### config.mk
export PLATFORM = sky130hd
export DESIGN_NAME = stereo_linear_resampler
export DESIGN_NICKNAME = d
export VERILOG_FILES = /design/src/rtl/core/srs_pkg.sv /design/src/rtl/core/srs_datapath.sv /design/src/rtl/core/srs_controller.sv /design/src/rtl/core/stereo_linear_resampler.sv
export VERILOG_INCLUDE_DIRS = /design/src /design/src/rtl/core
export SDC_FILE = /design/constraint.sdc
export NUM_CORES = 2
export LEC_CHECK = 0
export BUFFER_PORTS_ARGS = -buffer_cell sky130_fd_sc_hd__buf_4
export CORE_ASPECT_RATIO = 1.75
export CORE_MARGIN = 1
export CORE_UTILIZATION = 45
export CTS_CLUSTER_DIAMETER = 120
export CTS_CLUSTER_SIZE = 25
export DETAILED_ROUTE_END_ITERATION = 12
export PLACE_DENSITY = 0.59
export SLEW_MARGIN = 5
export SYNTH_ARGS = -nofsm -noshare
export SYNTH_HDL_FRONTEND = slang
export SYNTH_SLANG_ARGS = --single-unit
### constraint.sdc
create_clock -name clk -period 9.4 [get_ports clk]
set_input_delay 1.41 -clock clk [delete_from_list [all_inputs] [get_ports clk]]
set_output_delay 1.41 -clock clk [all_outputs]
set_load 0.02 [all_outputs]
### src/rtl/core/stereo_linear_resampler_macros.svh
// assertion macros for the stereo linear resampler
`ifndef STEREO_LINEAR_RESAMPLER_MACROS_SVH
`define STEREO_LINEAR_RESAMPLER_MACROS_SVH

// condition must hold at every clock edge outside reset
`define SRS_ASSERT_ALWAYS(label, clk, rst_n, expr) \
    label: assert property (@(posedge clk) disable iff (!rst_n) (expr)) \
        else $error("srs assertion failed");

// antecedent implies consequent in the same cycle
`define SRS_ASSERT_IMPL(label, clk, rst_n, ante, cons) \
    label: assert property (@(posedge clk) disable iff (!rst_n) (ante) |-> (cons)) \
        else $error("srs assertion failed");

`endif

### src/rtl/core/srs_pkg.sv
// shared types and constants of the stereo linear resampler
package srs_pkg;

    // most results one input item can cause
    localparam int MAX_RESULTS = 8;
    localparam int CNT_W       = $clog2(MAX_RESULTS + 1);

    // configuration register indexes (byte address / 4)
    localparam int          REG_IDX_W      = 1;
    localparam logic [0:0]  REG_RATE_RATIO = 1'b0;
    localparam logic [0:0]  REG_MONO       = 1'b1;

    // commands from the controller to the datapath
    typedef struct packed {
        logic capture;        // latch current frame, clear result count
        logic store_first;    // first frame: store as previous only
        logic mul_step;       // register products, advance phase
        logic load_interp;    // load output register with interpolated frame
        logic load_bypass;    // load output register with current frame
        logic finish;         // settle phase, current becomes previous
        logic finish_bypass;  // current becomes previous, phase untouched
    } cmd_t;

    // status from the datapath to the controller
    typedef struct packed {
        logic have_prev;
        logic is_unity;
        logic loop_go;
        logic out_free;
    } status_t;

endpackage

### src/rtl/core/srs_datapath.sv
// datapath: frame registers, phase accumulator, multipliers, output register
module srs_datapath #(
    parameter int SAMPLE_BITS     = 16,
    parameter int PHASE_FRAC_BITS = 16
) (
    input  logic                              clk,
    input  logic                              rst_n,
    input  srs_pkg::cmd_t                     cmd,
    output srs_pkg::status_t                  st,
    input  logic [SAMPLE_BITS-1:0]            left_in,
    input  logic [SAMPLE_BITS-1:0]            right_in,
    input  logic [PHASE_FRAC_BITS+3:0]        rate_ratio,
    input  logic                              mono_source,
    input  logic                              m_tready,
    output logic                              m_tvalid,
    output logic [SAMPLE_BITS-1:0]            left_out,
    output logic [SAMPLE_BITS-1:0]            right_out,
    output logic                              m_tlast
);

    localparam int PW  = PHASE_FRAC_BITS + 4;
    localparam int P_W = SAMPLE_BITS + PHASE_FRAC_BITS + 2;
    localparam int S_W = P_W + 1;
    localparam int CW  = srs_pkg::CNT_W;

    localparam logic [PW-1:0] PHASE_ONE = PW'(1) << PHASE_FRAC_BITS;
    localparam logic [PW-1:0] RATIO_MIN = PHASE_ONE >> 3;
    localparam logic [PW-1:0] RATIO_MAX = PHASE_ONE << 3;
    localparam logic signed [S_W-1:0] ROUND_HALF = S_W'(1) << (PHASE_FRAC_BITS - 1);

    logic [SAMPLE_BITS-1:0]        cur_l_reg, cur_r_reg;
    logic [SAMPLE_BITS-1:0]        prev_l_reg, prev_r_reg;
    logic [PW-1:0]                 phase_reg;
    logic [CW-1:0]                 cnt_reg;
    logic                          have_prev_reg;
    logic signed [P_W-1:0]         prod_l_reg, prod_r_reg;
    logic                          last_reg;
    logic                          out_valid_reg;
    logic [SAMPLE_BITS-1:0]        out_l_reg, out_r_reg;
    logic                          out_last_reg;

    logic [SAMPLE_BITS-1:0]        in_r_mapped;
    logic [PW-1:0]                 ratio_clamp;
    logic [PW-1:0]                 phase_sum;
    logic [PW-1:0]                 phase_next;
    logic signed [PHASE_FRAC_BITS:0] ph_s;
    logic signed [SAMPLE_BITS:0]   diff_l, diff_r;
    logic signed [P_W-1:0]         prod_l, prod_r;
    logic signed [S_W-1:0]         sum_l, sum_r;
    logic signed [S_W-1:0]         sh_l, sh_r;
    logic [SAMPLE_BITS-1:0]        res_l, res_r;
    logic                          last_next;

    assign in_r_mapped = mono_source ? left_in : right_in;

    always_comb
    begin
        if (rate_ratio < RATIO_MIN)
        begin
            ratio_clamp = RATIO_MIN;
        end
        else if (rate_ratio > RATIO_MAX)
        begin
            ratio_clamp = RATIO_MAX;
        end
        else
        begin
            ratio_clamp = rate_ratio;
        end
    end

    assign phase_sum  = phase_reg + ratio_clamp;
    assign phase_next = (phase_reg >= PHASE_ONE) ? (phase_reg - PHASE_ONE) : '0;
    assign last_next  = (phase_sum >= PHASE_ONE) ||
                        (cnt_reg == CW'(srs_pkg::MAX_RESULTS - 1));

    // (cur - prev) * phase, phase fraction taken as non-negative
    assign ph_s   = $signed({1'b0, phase_reg[PHASE_FRAC_BITS-1:0]});
    assign diff_l = $signed({cur_l_reg[SAMPLE_BITS-1], cur_l_reg}) -
                    $signed({prev_l_reg[SAMPLE_BITS-1], prev_l_reg});
    assign diff_r = $signed({cur_r_reg[SAMPLE_BITS-1], cur_r_reg}) -
                    $signed({prev_r_reg[SAMPLE_BITS-1], prev_r_reg});
    assign prod_l = P_W'(diff_l) * P_W'(ph_s);
    assign prod_r = P_W'(diff_r) * P_W'(ph_s);

    // round half up: floor((prod + half) / one), then add previous sample
    assign sum_l = $signed({prod_l_reg[P_W-1], prod_l_reg}) + ROUND_HALF;
    assign sum_r = $signed({prod_r_reg[P_W-1], prod_r_reg}) + ROUND_HALF;
    assign sh_l  = sum_l >>> PHASE_FRAC_BITS;
    assign sh_r  = sum_r >>> PHASE_FRAC_BITS;
    assign res_l = prev_l_reg + sh_l[SAMPLE_BITS-1:0];
    assign res_r = prev_r_reg + sh_r[SAMPLE_BITS-1:0];

    always_ff @(posedge clk or negedge rst_n)
    begin
        if (!rst_n)
        begin
            prev_l_reg    <= '0;
            prev_r_reg    <= '0;
            phase_reg     <= '0;
            have_prev_reg <= 1'b0;
            cnt_reg       <= '0;
        end
        else
        begin
            if (cmd.capture)
            begin
                cnt_reg <= '0;
            end
            if (cmd.store_first)
            begin
                prev_l_reg    <= left_in;
                prev_r_reg    <= in_r_mapped;
                have_prev_reg <= 1'b1;
            end
            if (cmd.mul_step)
            begin
                phase_reg <= phase_sum;
                cnt_reg   <= cnt_reg + CW'(1);
            end
            if (cmd.finish)
            begin
                phase_reg     <= phase_next;
                prev_l_reg    <= cur_l_reg;
                prev_r_reg    <= cur_r_reg;
                have_prev_reg <= 1'b1;
            end
            if (cmd.finish_bypass)
            begin
                prev_l_reg    <= cur_l_reg;
                prev_r_reg    <= cur_r_reg;
                have_prev_reg <= 1'b1;
            end
        end
    end

    always_ff @(posedge clk)
    begin
        if (cmd.capture)
        begin
            cur_l_reg <= left_in;
            cur_r_reg <= in_r_mapped;
        end
        if (cmd.mul_step)
        begin
            prod_l_reg <= prod_l;
            prod_r_reg <= prod_r;
            last_reg   <= last_next;
        end
        if (cmd.load_interp)
        begin
            out_l_reg    <= res_l;
            out_r_reg    <= res_r;
            out_last_reg <= last_reg;
        end
        else if (cmd.load_bypass)
        begin
            out_l_reg    <= cur_l_reg;
            out_r_reg    <= cur_r_reg;
            out_last_reg <= 1'b1;
        end
    end

    always_ff @(posedge clk or negedge rst_n)
    begin
        if (!rst_n)
        begin
            out_valid_reg <= 1'b0;
        end
        else if (cmd.load_interp || cmd.load_bypass)
        begin
            out_valid_reg <= 1'b1;
        end
        else if (m_tready)
        begin
            out_valid_reg <= 1'b0;
        end
    end

    assign st.have_prev = have_prev_reg;
    assign st.is_unity  = (rate_ratio == PHASE_ONE);
    assign st.loop_go   = (phase_reg < PHASE_ONE) &&
                          (cnt_reg < CW'(srs_pkg::MAX_RESULTS));
    assign st.out_free  = !out_valid_reg || m_tready;

    assign m_tvalid  = out_valid_reg;
    assign left_out  = out_l_reg;
    assign right_out = out_r_reg;
    assign m_tlast   = out_last_reg;

endmodule

### src/rtl/core/srs_controller.sv
// controller state machine: sequences accept, multiply, emit, finish and unity bypass
module srs_controller (
    input  logic              clk,
    input  logic              rst_n,
    input  logic              s_tvalid,
    output logic              s_tready,
    input  srs_pkg::status_t  st,
    output srs_pkg::cmd_t     cmd
);

    localparam logic [1:0] S_IDLE   = 2'd0;
    localparam logic [1:0] S_MUL    = 2'd1;
    localparam logic [1:0] S_EMIT   = 2'd2;
    localparam logic [1:0] S_BYPASS = 2'd3;

    logic [1:0] state_reg, state_next;
    logic       accept;

    assign s_tready = (state_reg == S_IDLE);
    assign accept   = s_tvalid && s_tready;

    always_comb
    begin
        state_next = state_reg;
        cmd        = '0;
        case (state_reg)
            S_IDLE:
            begin
                if (accept)
                begin
                    cmd.capture = 1'b1;
                    if (st.is_unity)
                    begin
                        state_next = S_BYPASS;
                    end
                    else if (st.have_prev)
                    begin
                        state_next = S_MUL;
                    end
                    else
                    begin
                        cmd.store_first = 1'b1;
                    end
                end
            end
            S_MUL:
            begin
                if (st.loop_go)
                begin
                    cmd.mul_step = 1'b1;
                    state_next   = S_EMIT;
                end
                else
                begin
                    cmd.finish = 1'b1;
                    state_next = S_IDLE;
                end
            end
            S_EMIT:
            begin
                if (st.out_free)
                begin
                    cmd.load_interp = 1'b1;
                    state_next      = S_MUL;
                end
            end
            S_BYPASS:
            begin
                if (st.out_free)
                begin
                    cmd.load_bypass   = 1'b1;
                    cmd.finish_bypass = 1'b1;
                    state_next        = S_IDLE;
                end
            end
            default:
            begin
                state_next = S_IDLE;
            end
        endcase
    end

    always_ff @(posedge clk or negedge rst_n)
    begin
        if (!rst_n)
        begin
            state_reg <= S_IDLE;
        end
        else
        begin
            state_reg <= state_next;
        end
    end

endmodule

### src/rtl/core/stereo_linear_resampler.sv
// stereo linear resampler top level: config registers, controller and datapath
// an item with n results: accept, a multiply and an emit step per result, then
//   phase settle; at unity ratio accept then bypass; otherwise the first frame after
//   reset is only stored; no new item is taken until the current one is finished
// a held-back result stalls emit and bypass, which load the output register
// rst_n, async active low: ratio 1.0, mono off; phase, prev frame, m_tvalid cleared
`include "stereo_linear_resampler_macros.svh"

module stereo_linear_resampler #(
    parameter int  SAMPLE_BITS     = 16,
    parameter int  PHASE_FRAC_BITS = 16,
    localparam int TDATA_W         = ((2 * SAMPLE_BITS + 7) / 8) * 8
) (
    input  logic                clk,
    input  logic                rst_n,
    // config port
    input  logic                psel,
    input  logic                penable,
    input  logic                pwrite,
    input  logic [2:0]          paddr,
    input  logic [31:0]         pwdata,
    output logic [31:0]         prdata,
    output logic                pready,
    // input items
    input  logic                s_tvalid,
    output logic                s_tready,
    input  logic [TDATA_W-1:0]  s_tdata,   // left_in, right_in
    // result items
    output logic                m_tvalid,
    input  logic                m_tready,
    output logic [TDATA_W-1:0]  m_tdata,   // left_out, right_out, zero pad
    output logic                m_tlast    // last_of_run
);

    localparam int PW = PHASE_FRAC_BITS + 4;
    localparam logic [PW-1:0] RATIO_RESET = PW'(1) << PHASE_FRAC_BITS;

    logic [PW-1:0]          rate_ratio_reg;
    logic                   mono_reg;
    logic                   cfg_write;
    logic [srs_pkg::REG_IDX_W-1:0] cfg_idx;

    srs_pkg::cmd_t          cmd;
    srs_pkg::status_t       st;

    logic [SAMPLE_BITS-1:0] left_out, right_out;

    // apb: always ready, write on the access phase
    assign pready    = 1'b1;
    assign cfg_write = psel && penable && pwrite && pready;
    assign cfg_idx   = paddr[2:2];

    always_ff @(posedge clk or negedge rst_n)
    begin
        if (!rst_n)
        begin
            rate_ratio_reg <= RATIO_RESET;
            mono_reg       <= 1'b0;
        end
        else if (cfg_write)
        begin
            case (cfg_idx)
                srs_pkg::REG_RATE_RATIO: rate_ratio_reg <= pwdata[PW-1:0];
                srs_pkg::REG_MONO:       mono_reg       <= pwdata[0];
                default:                 ;
            endcase
        end
    end

    always_comb
    begin
        case (cfg_idx)
            srs_pkg::REG_RATE_RATIO: prdata = 32'(rate_ratio_reg);
            srs_pkg::REG_MONO:       prdata = {31'd0, mono_reg};
            default:                 prdata = '0;
        endcase
    end

    // control sequencing
    srs_controller u_ctrl (
        .clk      (clk),
        .rst_n    (rst_n),
        .s_tvalid (s_tvalid),
        .s_tready (s_tready),
        .st       (st),
        .cmd      (cmd)
    );

    // arithmetic and storage; output register parts the two stream sides
    srs_datapath #(
        .SAMPLE_BITS     (SAMPLE_BITS),
        .PHASE_FRAC_BITS (PHASE_FRAC_BITS)
    ) u_dp (
        .clk         (clk),
        .rst_n       (rst_n),
        .cmd         (cmd),
        .st          (st),
        .left_in     (s_tdata[SAMPLE_BITS-1:0]),
        .right_in    (s_tdata[2*SAMPLE_BITS-1:SAMPLE_BITS]),
        .rate_ratio  (rate_ratio_reg),
        .mono_source (mono_reg),
        .m_tready    (m_tready),
        .m_tvalid    (m_tvalid),
        .left_out    (left_out),
        .right_out   (right_out),
        .m_tlast     (m_tlast)
    );

    // pack result fields, pad bits stay zero
    always_comb
    begin
        m_tdata                                  = '0;
        m_tdata[SAMPLE_BITS-1:0]                 = left_out;
        m_tdata[2*SAMPLE_BITS-1:SAMPLE_BITS]     = right_out;
    end

    // never overwrite a result that has not been taken
    `SRS_ASSERT_IMPL(a_no_overwrite, clk, rst_n, cmd.load_interp || cmd.load_bypass, st.out_free)
    // at most one of multiply, interpolated load, bypass load and finish per cycle
    `SRS_ASSERT_ALWAYS(a_one_action, clk, rst_n,
        $onehot0({cmd.mul_step, cmd.load_interp, cmd.load_bypass, cmd.finish}))
    // no new item while a result is being built
    `SRS_ASSERT_IMPL(a_idle_only, clk, rst_n, s_tready, !cmd.mul_step && !cmd.load_interp)

endmodule

==> Word level (Yosys, flattened, before mapping) <==
Cells that the tools add are included.
{ "classes": {"n_addsub": 9, "mul": 2, "n_div": 0, "n_lt_le_gt_ge": 6, "n_eq_ne": 9, "shifts": 0, "n_mux": 44, "bitwise": 1, "n_reduce_logical": 17} }
{ "ops": {"columns": ["cell", "count"], "rows": [
  ["two-way mux 16 bit", 11],
  ["two-way mux 20 bit", 5],
  ["adder 32 x 17 -> 32 bit, second input constant", 2],
  ["multiplier 17 x 17 -> 32 bit", 2],
  ["case mux 32 bit (2 select lines)", 1],
  [">= comparator 20 x 17 -> 1 bit, second input constant", 2],
  ["subtractor 16 x 16 -> 17 bit", 2],
  ["adder 16 bit", 2],
  ["adder 20 bit", 1],
  ["== test 20 x 17 -> 1 bit, second input constant", 1],
  ["> comparator 20 bit, second input constant", 1],
  ["< comparator 20 x 14 -> 1 bit, second input constant", 1],
  ["< comparator 20 x 17 -> 1 bit, second input constant", 1],
  ["subtractor 20 x 17 -> 20 bit, second input constant", 1],
  ["two-way mux 1 bit", 16],
  ["two-way mux 2 bit", 8],
  ["two-way mux 4 bit", 2],
  ["case mux 2 bit (4 select lines)", 1],
  ["nonzero test 2 bit", 4],
  ["inequality test 2 bit, second input constant", 3],
  ["adder 4 x 1 -> 4 bit, second input constant", 1],
  ["== test 2 bit, second input constant", 2],
  ["== test 4 x 3 -> 1 bit, second input constant", 1],
  ["logical AND 1 bit", 4],
  ["10 further kinds", 13]
]} }
{ "word_totals": {"register_bits": 211, "latchBits": 0, "ram_bits": 0, "rom_bits": 0, "output_inout_bits": 68, "wordCells": 105, "mem_count": 0} }

==> Logic depth before layout (Yosys ltp) <==
{ "depth": {"word_depth": 7, "ltp_mapped": 34} }

==> Modules after synthesis <==
Synthesis repeated with hierarchy kept, for this count alone.
{ "unflattened": {"hier_cells": 3342, "hier_area_um2": 31383.8} }
{ "modules_own_cells": {"columns": ["mod", "instances", "cells_per_inst", "area_each_um2"], "rows": [
  ["srs_datapath", 1, 3241, 30087.6],
  ["stereo_linear_resampler", 1, 83, 1136.1],
  ["srs_controller", 1, 18, 160.2]
]} }

==> Worst setup path before layout <==
No wires, ideal clock.
{ "synth_path": {"path_type": "register to register", "from": "register u_dp.cur_l_reg[0]", "to": "register u_dp.prod_l_reg[31], data pin", "setup_ns": 0.259, "arrival_time_ns": 7.497, "setup_slack_ns": 1.644, "path_stages_with_launch": 34, "n_path_buf": 1, "cell_sequence": "edfxtp_1 -> inv_1 -> ha_1 -> fa_1 -> nor2b_4 -> o31a_1 -> o41a_1 -> a41o_1 -> o21ai_2 -> nor3_2 -> nor2_2 -> buf_2 -> nand2_1 -> inv_2 -> fa_1 -> inv_1 -> fa_1 -> inv_1 -> fa_1 -> fa_1 -> fa_1 -> inv_1 -> fa_1 -> inv_1 -> ha_1 -> a21o_1 -> a21o_1 -> a21o_1 -> a21o_1 -> a21oi_1 -> a31oi_1 -> a211o_1 -> a21oi_1 -> xnor2_1"} }
{ "synth_via": {"elab_chain_len": 2} }
{ "synth_lines": {"columns": ["item", "line", "text"], "rows": [
  ["start, declared", "srs_datapath.sv:31", "logic [SAMPLE_BITS-1:0] cur_l_reg, cur_r_reg;"],
  ["start signal, assigned", "srs_datapath.sv:141", "cur_l_reg <= left_in;"],
  ["subtractor 16 x 16 -> 17 bit", "srs_datapath.sv:79", "assign diff_l = $signed({cur_l_reg[SAMPLE_BITS-1], cur_l_reg}) -"],
  ["multiplier 17 x 17 -> 32 bit", "srs_datapath.sv:83", "assign prod_l = P_W'(diff_l) * P_W'(ph_s);"],
  ["named net u_dp.prod_l[31]", "srs_datapath.sv:48", "logic signed [P_W-1:0] prod_l, prod_r;"],
  ["end signal, assigned", "srs_datapath.sv:146", "prod_l_reg <= prod_l;"],
  ["end, declared", "srs_datapath.sv:36", "logic signed [P_W-1:0] prod_l_reg, prod_r_reg;"]
]} }
The timed path passes the listed nets, and every way through them passes these cells.
A chain may end at the register's enable or synchronous reset.

==> Final worst setup path <==
{ "layout_path": {"from": "register u_dp.prev_r_reg[1]", "to": "register u_dp.prod_r_reg[31], data pin"} }
{ "layout_via": {"elab_chain_len": 2} }
{ "layout_lines": {"columns": ["item", "line", "text"], "rows": [
  ["start, declared", "srs_datapath.sv:32", "logic [SAMPLE_BITS-1:0] prev_l_reg, prev_r_reg;"],
  ["start signal, assigned", "srs_datapath.sv:113", "prev_r_reg <= in_r_mapped;"],
  ["start signal, assigned", "srs_datapath.sv:125", "prev_r_reg <= cur_r_reg;"],
  ["start signal, assigned", "srs_datapath.sv:131", "prev_r_reg <= cur_r_reg;"],
  ["subtractor 16 x 16 -> 17 bit", "srs_datapath.sv:81", "assign diff_r = $signed({cur_r_reg[SAMPLE_BITS-1], cur_r_reg}) -"],
  ["multiplier 17 x 17 -> 32 bit", "srs_datapath.sv:84", "assign prod_r = P_W'(diff_r) * P_W'(ph_s);"],
  ["named net u_dp.prod_r[31]", "srs_datapath.sv:48", null],
  ["end signal, assigned", "srs_datapath.sv:147", "prod_r_reg <= prod_r;"],
  ["end, declared", "srs_datapath.sv:36", null]
]} }
The timed path passes the listed nets, and every way through them passes these cells.

==> impl_metrics.tcl <==
set metrics [dict create \
    cts_resized 0 \
    final_hold_viol_count 0 \
    drt_iter0_markers 1011 \
    final.setup.tns_ps 0 \
    grt_pass1_vias 25200 \
    drt_pass1_iterations 5 \
    min_from "u_dp.have_prev_reg$_DFFE_PN0P_" \
    viasPerCell 5.26 \
    r2r_setup_slack_ps 610 \
    cts_buffer_depth 2 \
    synth.distinct_cells 77 \
    critical_path_class "reg2reg" \
    clock_latency_ps 520 \
    numClockSinks 181 \
    clock_skew_ps 17.1 \
    grt_overflow_total 0 \
    synth_area_mm2 0.0322 \
    nNetsFinal 4424 \
    r2r_cells 32 \
    drc 0 \
    slew_violations 0 \
    worstSetupStartpoint "u_dp.prev_r_reg[1]$_DFFE_PN0P_" \
    yosys_most_used_dff "edfxtp_1" \
    worstPathArrival_ps 9050 \
    ys_ff_latch 181 \
    drive_gt1_frac 0.0836 \
    wl_per_cell_um 18.9 \
    dp_hpwl_um 69500 \
    ys_seq_area_frac 0.156 \
    fp.dieH_um 356 \
    yosys_warnings 0 \
    drv_cap 0 \
    gp_congestion 0.863 \
    grt_usage 0.247 \
    antenna_left 0 \
    grt_pass1_wl_um 135000 \
    floorplan.initialDensity 0.455 \
    rsz0062_at_grt "false" \
    ctsRootBufferMaster "clkbuf_16" \
    slew_headroom 0.246 \
    crit_path_start_kind "register" \
    numCtsBuffers 17 \
    holdBufCountCts 0 \
    die-area_mm2 0.0726 \
    antennaDiodeCount 0 \
    status "finished clean" \
    grt_max_degree 66 \
    cts_tree "yes" \
    hp-class "reg2reg" \
    postSynth.asyncResetShare 0.448 \
    num_rows 129 \
    fmax_mhz 114 \
    die_x_um 204 \
    r2r_end "u_dp.prod_r_reg[31]$_DFFE_PP_" \
    cpMostUsedCell "fa_1" \
    avgSynthCellArea_um2 9.11 \
    crit_end "u_dp.prod_r_reg[31]$_DFFE_PP_" \
    crit_path_top_delay_cell "xnor2_1" \
    coreArea_mm2 0.0707 \
    wl_um 85000 \
    tightest_slew_ps 1130 \
    critPathCaptureType "register" \
    fin_crit_ps 8790 \
    clk_pin_slew_worst_paths_ps 70 \
    io-pin-count 142 \
    crit_required_ps 9660 \
    htree_num_levels 4 \
    syn2layout_area_growth_pct 7.93 \
    post_cts_buffers 0 \
    synth-edff-count 100 \
    period_share 0.935 \
    r2r_start "u_dp.prev_r_reg[1]$_DFFE_PN0P_" \
    cp_max_fo 11 \
    critPathMaxStageDelay_ps 710 \
    antenna_found_initial 1 \
    setup_viol 0 \
    io_buffers 114 \
    synthCells 3535 \
    vias 23700 \
]
==> routing by layer <==
metal	up-vias	global-route usage	routed length, um
li1	11100	-	-
met1	11900	0.262	30800
met2	549	0.472	47100
met3	186	0.0301	2950
met4	0	0.124	4130
met5	-	0	0
==> cells in the mapped netlist, drive strengths merged (3+ instances only) <==
| master | number | area (um^2) |
|---|---|---|
| nor4b | 4 | 35.0 |
| a211o | 6 | 52.6 |
| nor3 | 26 | 140 |
| o211ai | 25 | 188 |
| o21a | 19 | 143 |
| o21bai | 14 | 105 |
| o31ai | 26 | 195 |
| or3 | 11 | 73.8 |
| xor2 | 51 | 447 |
| dfrtp | 80 | 2000 |
| inv | 742 | 2790 |
| o41ai | 3 | 26.3 |
| a21o | 27 | 203 |
| mux2 | 38 | 428 |
| a21oi | 87 | 447 |
| o22ai | 3 | 18.8 |
| a211oi | 12 | 95.1 |
| or4 | 8 | 60.1 |
| nand2 | 414 | 1550 |
| a22o | 10 | 87.6 |
| and3 | 31 | 194 |
| or2 | 11 | 68.8 |
| a21boi | 5 | 37.5 |
| o21ai | 106 | 538 |
| clkbuf | 135 | 508 |
| a31o | 5 | 43.8 |
| a311oi | 6 | 52.6 |
| edfxtp | 100 | 3000 |
| nand3b | 4 | 30.0 |
| xnor2 | 118 | 1040 |
| and2 | 235 | 1470 |
| nor4 | 18 | 128 |
| fa | 522 | 10500 |
| nand2b | 25 | 156 |
| nor3b | 4 | 30.0 |
| o31a | 19 | 166 |
| nor2b | 79 | 502 |
| nand3 | 70 | 350 |
| nor2 | 71 | 269 |
| nand4 | 10 | 62.6 |
| mux2i | 33 | 330 |
| a31oi | 16 | 100 |
| buf | 32 | 195 |
| ha | 253 | 3170 |
==> layout make-up <==
class | count | area (um^2)
clock buffer | 22 | 474
clock inverter | 10 | 143
fill | 6807 | 36000
inverter | 742 | 2790
multi-input combinational | 2456 | 23800
sequential | 181 | 5030
tap | 917 | 1150
timing repair buffer | 177 | 1330
==> metrics by stage <==
| step | worst slack [ps] | cells | hold slack [ps] | util | instance area (um^2) |
|---|---|---|---|---|---|
| 2_1_floorplan | 1640 | 3546 | 435 | - | 32200 |
| 3_3_place_gp | 481 | 4473 | 457 | 0.483 | 34100 |
| 3_5_place_dp | 409 | 4473 | 461 | 0.483 | 34100 |
| 4_1_cts | 373 | 4505 | 482 | 0.491 | 34700 |
| 5_1_grt | 77.6 | 4505 | 501 | 0.491 | 34700 |
| 6_report | 614 | 4505 | 480 | 0.491 | 34700 |
==> layout by cell type, fill, tap and decap left out, types with 31 or more instances in the layout <==
cell type | netlist | final
ha_1 | 253 | 253
xor2_1 | 51 | 51
dfrtp_1 | 80 | 77
and2_1 | 235 | 235
mux2_2 | 38 | 38
buf_4 | 13 | 177
nand3_1 | 70 | 70
a21oi_1 | 84 | 83
and3_1 | 31 | 31
nand2_1 | 414 | 414
mux2i_1 | 33 | 33
xnor2_1 | 117 | 104
nor2b_1 | 78 | 78
o21ai_0 | 95 | 95
nor2_1 | 70 | 70
fa_1 | 522 | 522
inv_1 | 739 | 738
edfxtp_1 | 100 | 100
==> worst min-delay path by stage <==
stage | end | cells after the start
after detailed placement | u_dp.have_prev_reg$_DFFE_PN0P_ | 1
after global placement | u_dp.have_prev_reg$_DFFE_PN0P_ | 1
after CTS | u_dp.have_prev_reg$_DFFE_PN0P_ | 1
after global routing | u_dp.have_prev_reg$_DFFE_PN0P_ | 1
final | u_dp.have_prev_reg$_DFFE_PN0P_ | 1
after floorplan | u_dp.have_prev_reg$_DFFE_PN0P_ | 1
==> kinds of logic after synthesis <==
kind of cell             synth area share
AND/OR/NAND/NOR                     0.160
buffers and inverters               0.108
adder cells (fa/ha/maj)             0.423
AO/OA/AOI/OAI                      0.0814
flip-flops                          0.156
XOR/XNOR                           0.0469
multiplexers                       0.0236
other                            0.000233
==> critical path, delay by kind of cell (launching register included) <==
kind | cells | cell delay (ps)
flip-flops | 1 | 430
adder cells (fa/ha/maj) | 8 | 3510
buffers and inverters | 7 | 910
AO/OA/AOI/OAI | 11 | 1680
AND/OR/NAND/NOR | 4 | 920
XOR/XNOR | 2 | 1060
Power is not shown: default switching activity piles up to over one toggle a cycle in this logic, so the estimate is an artifact.
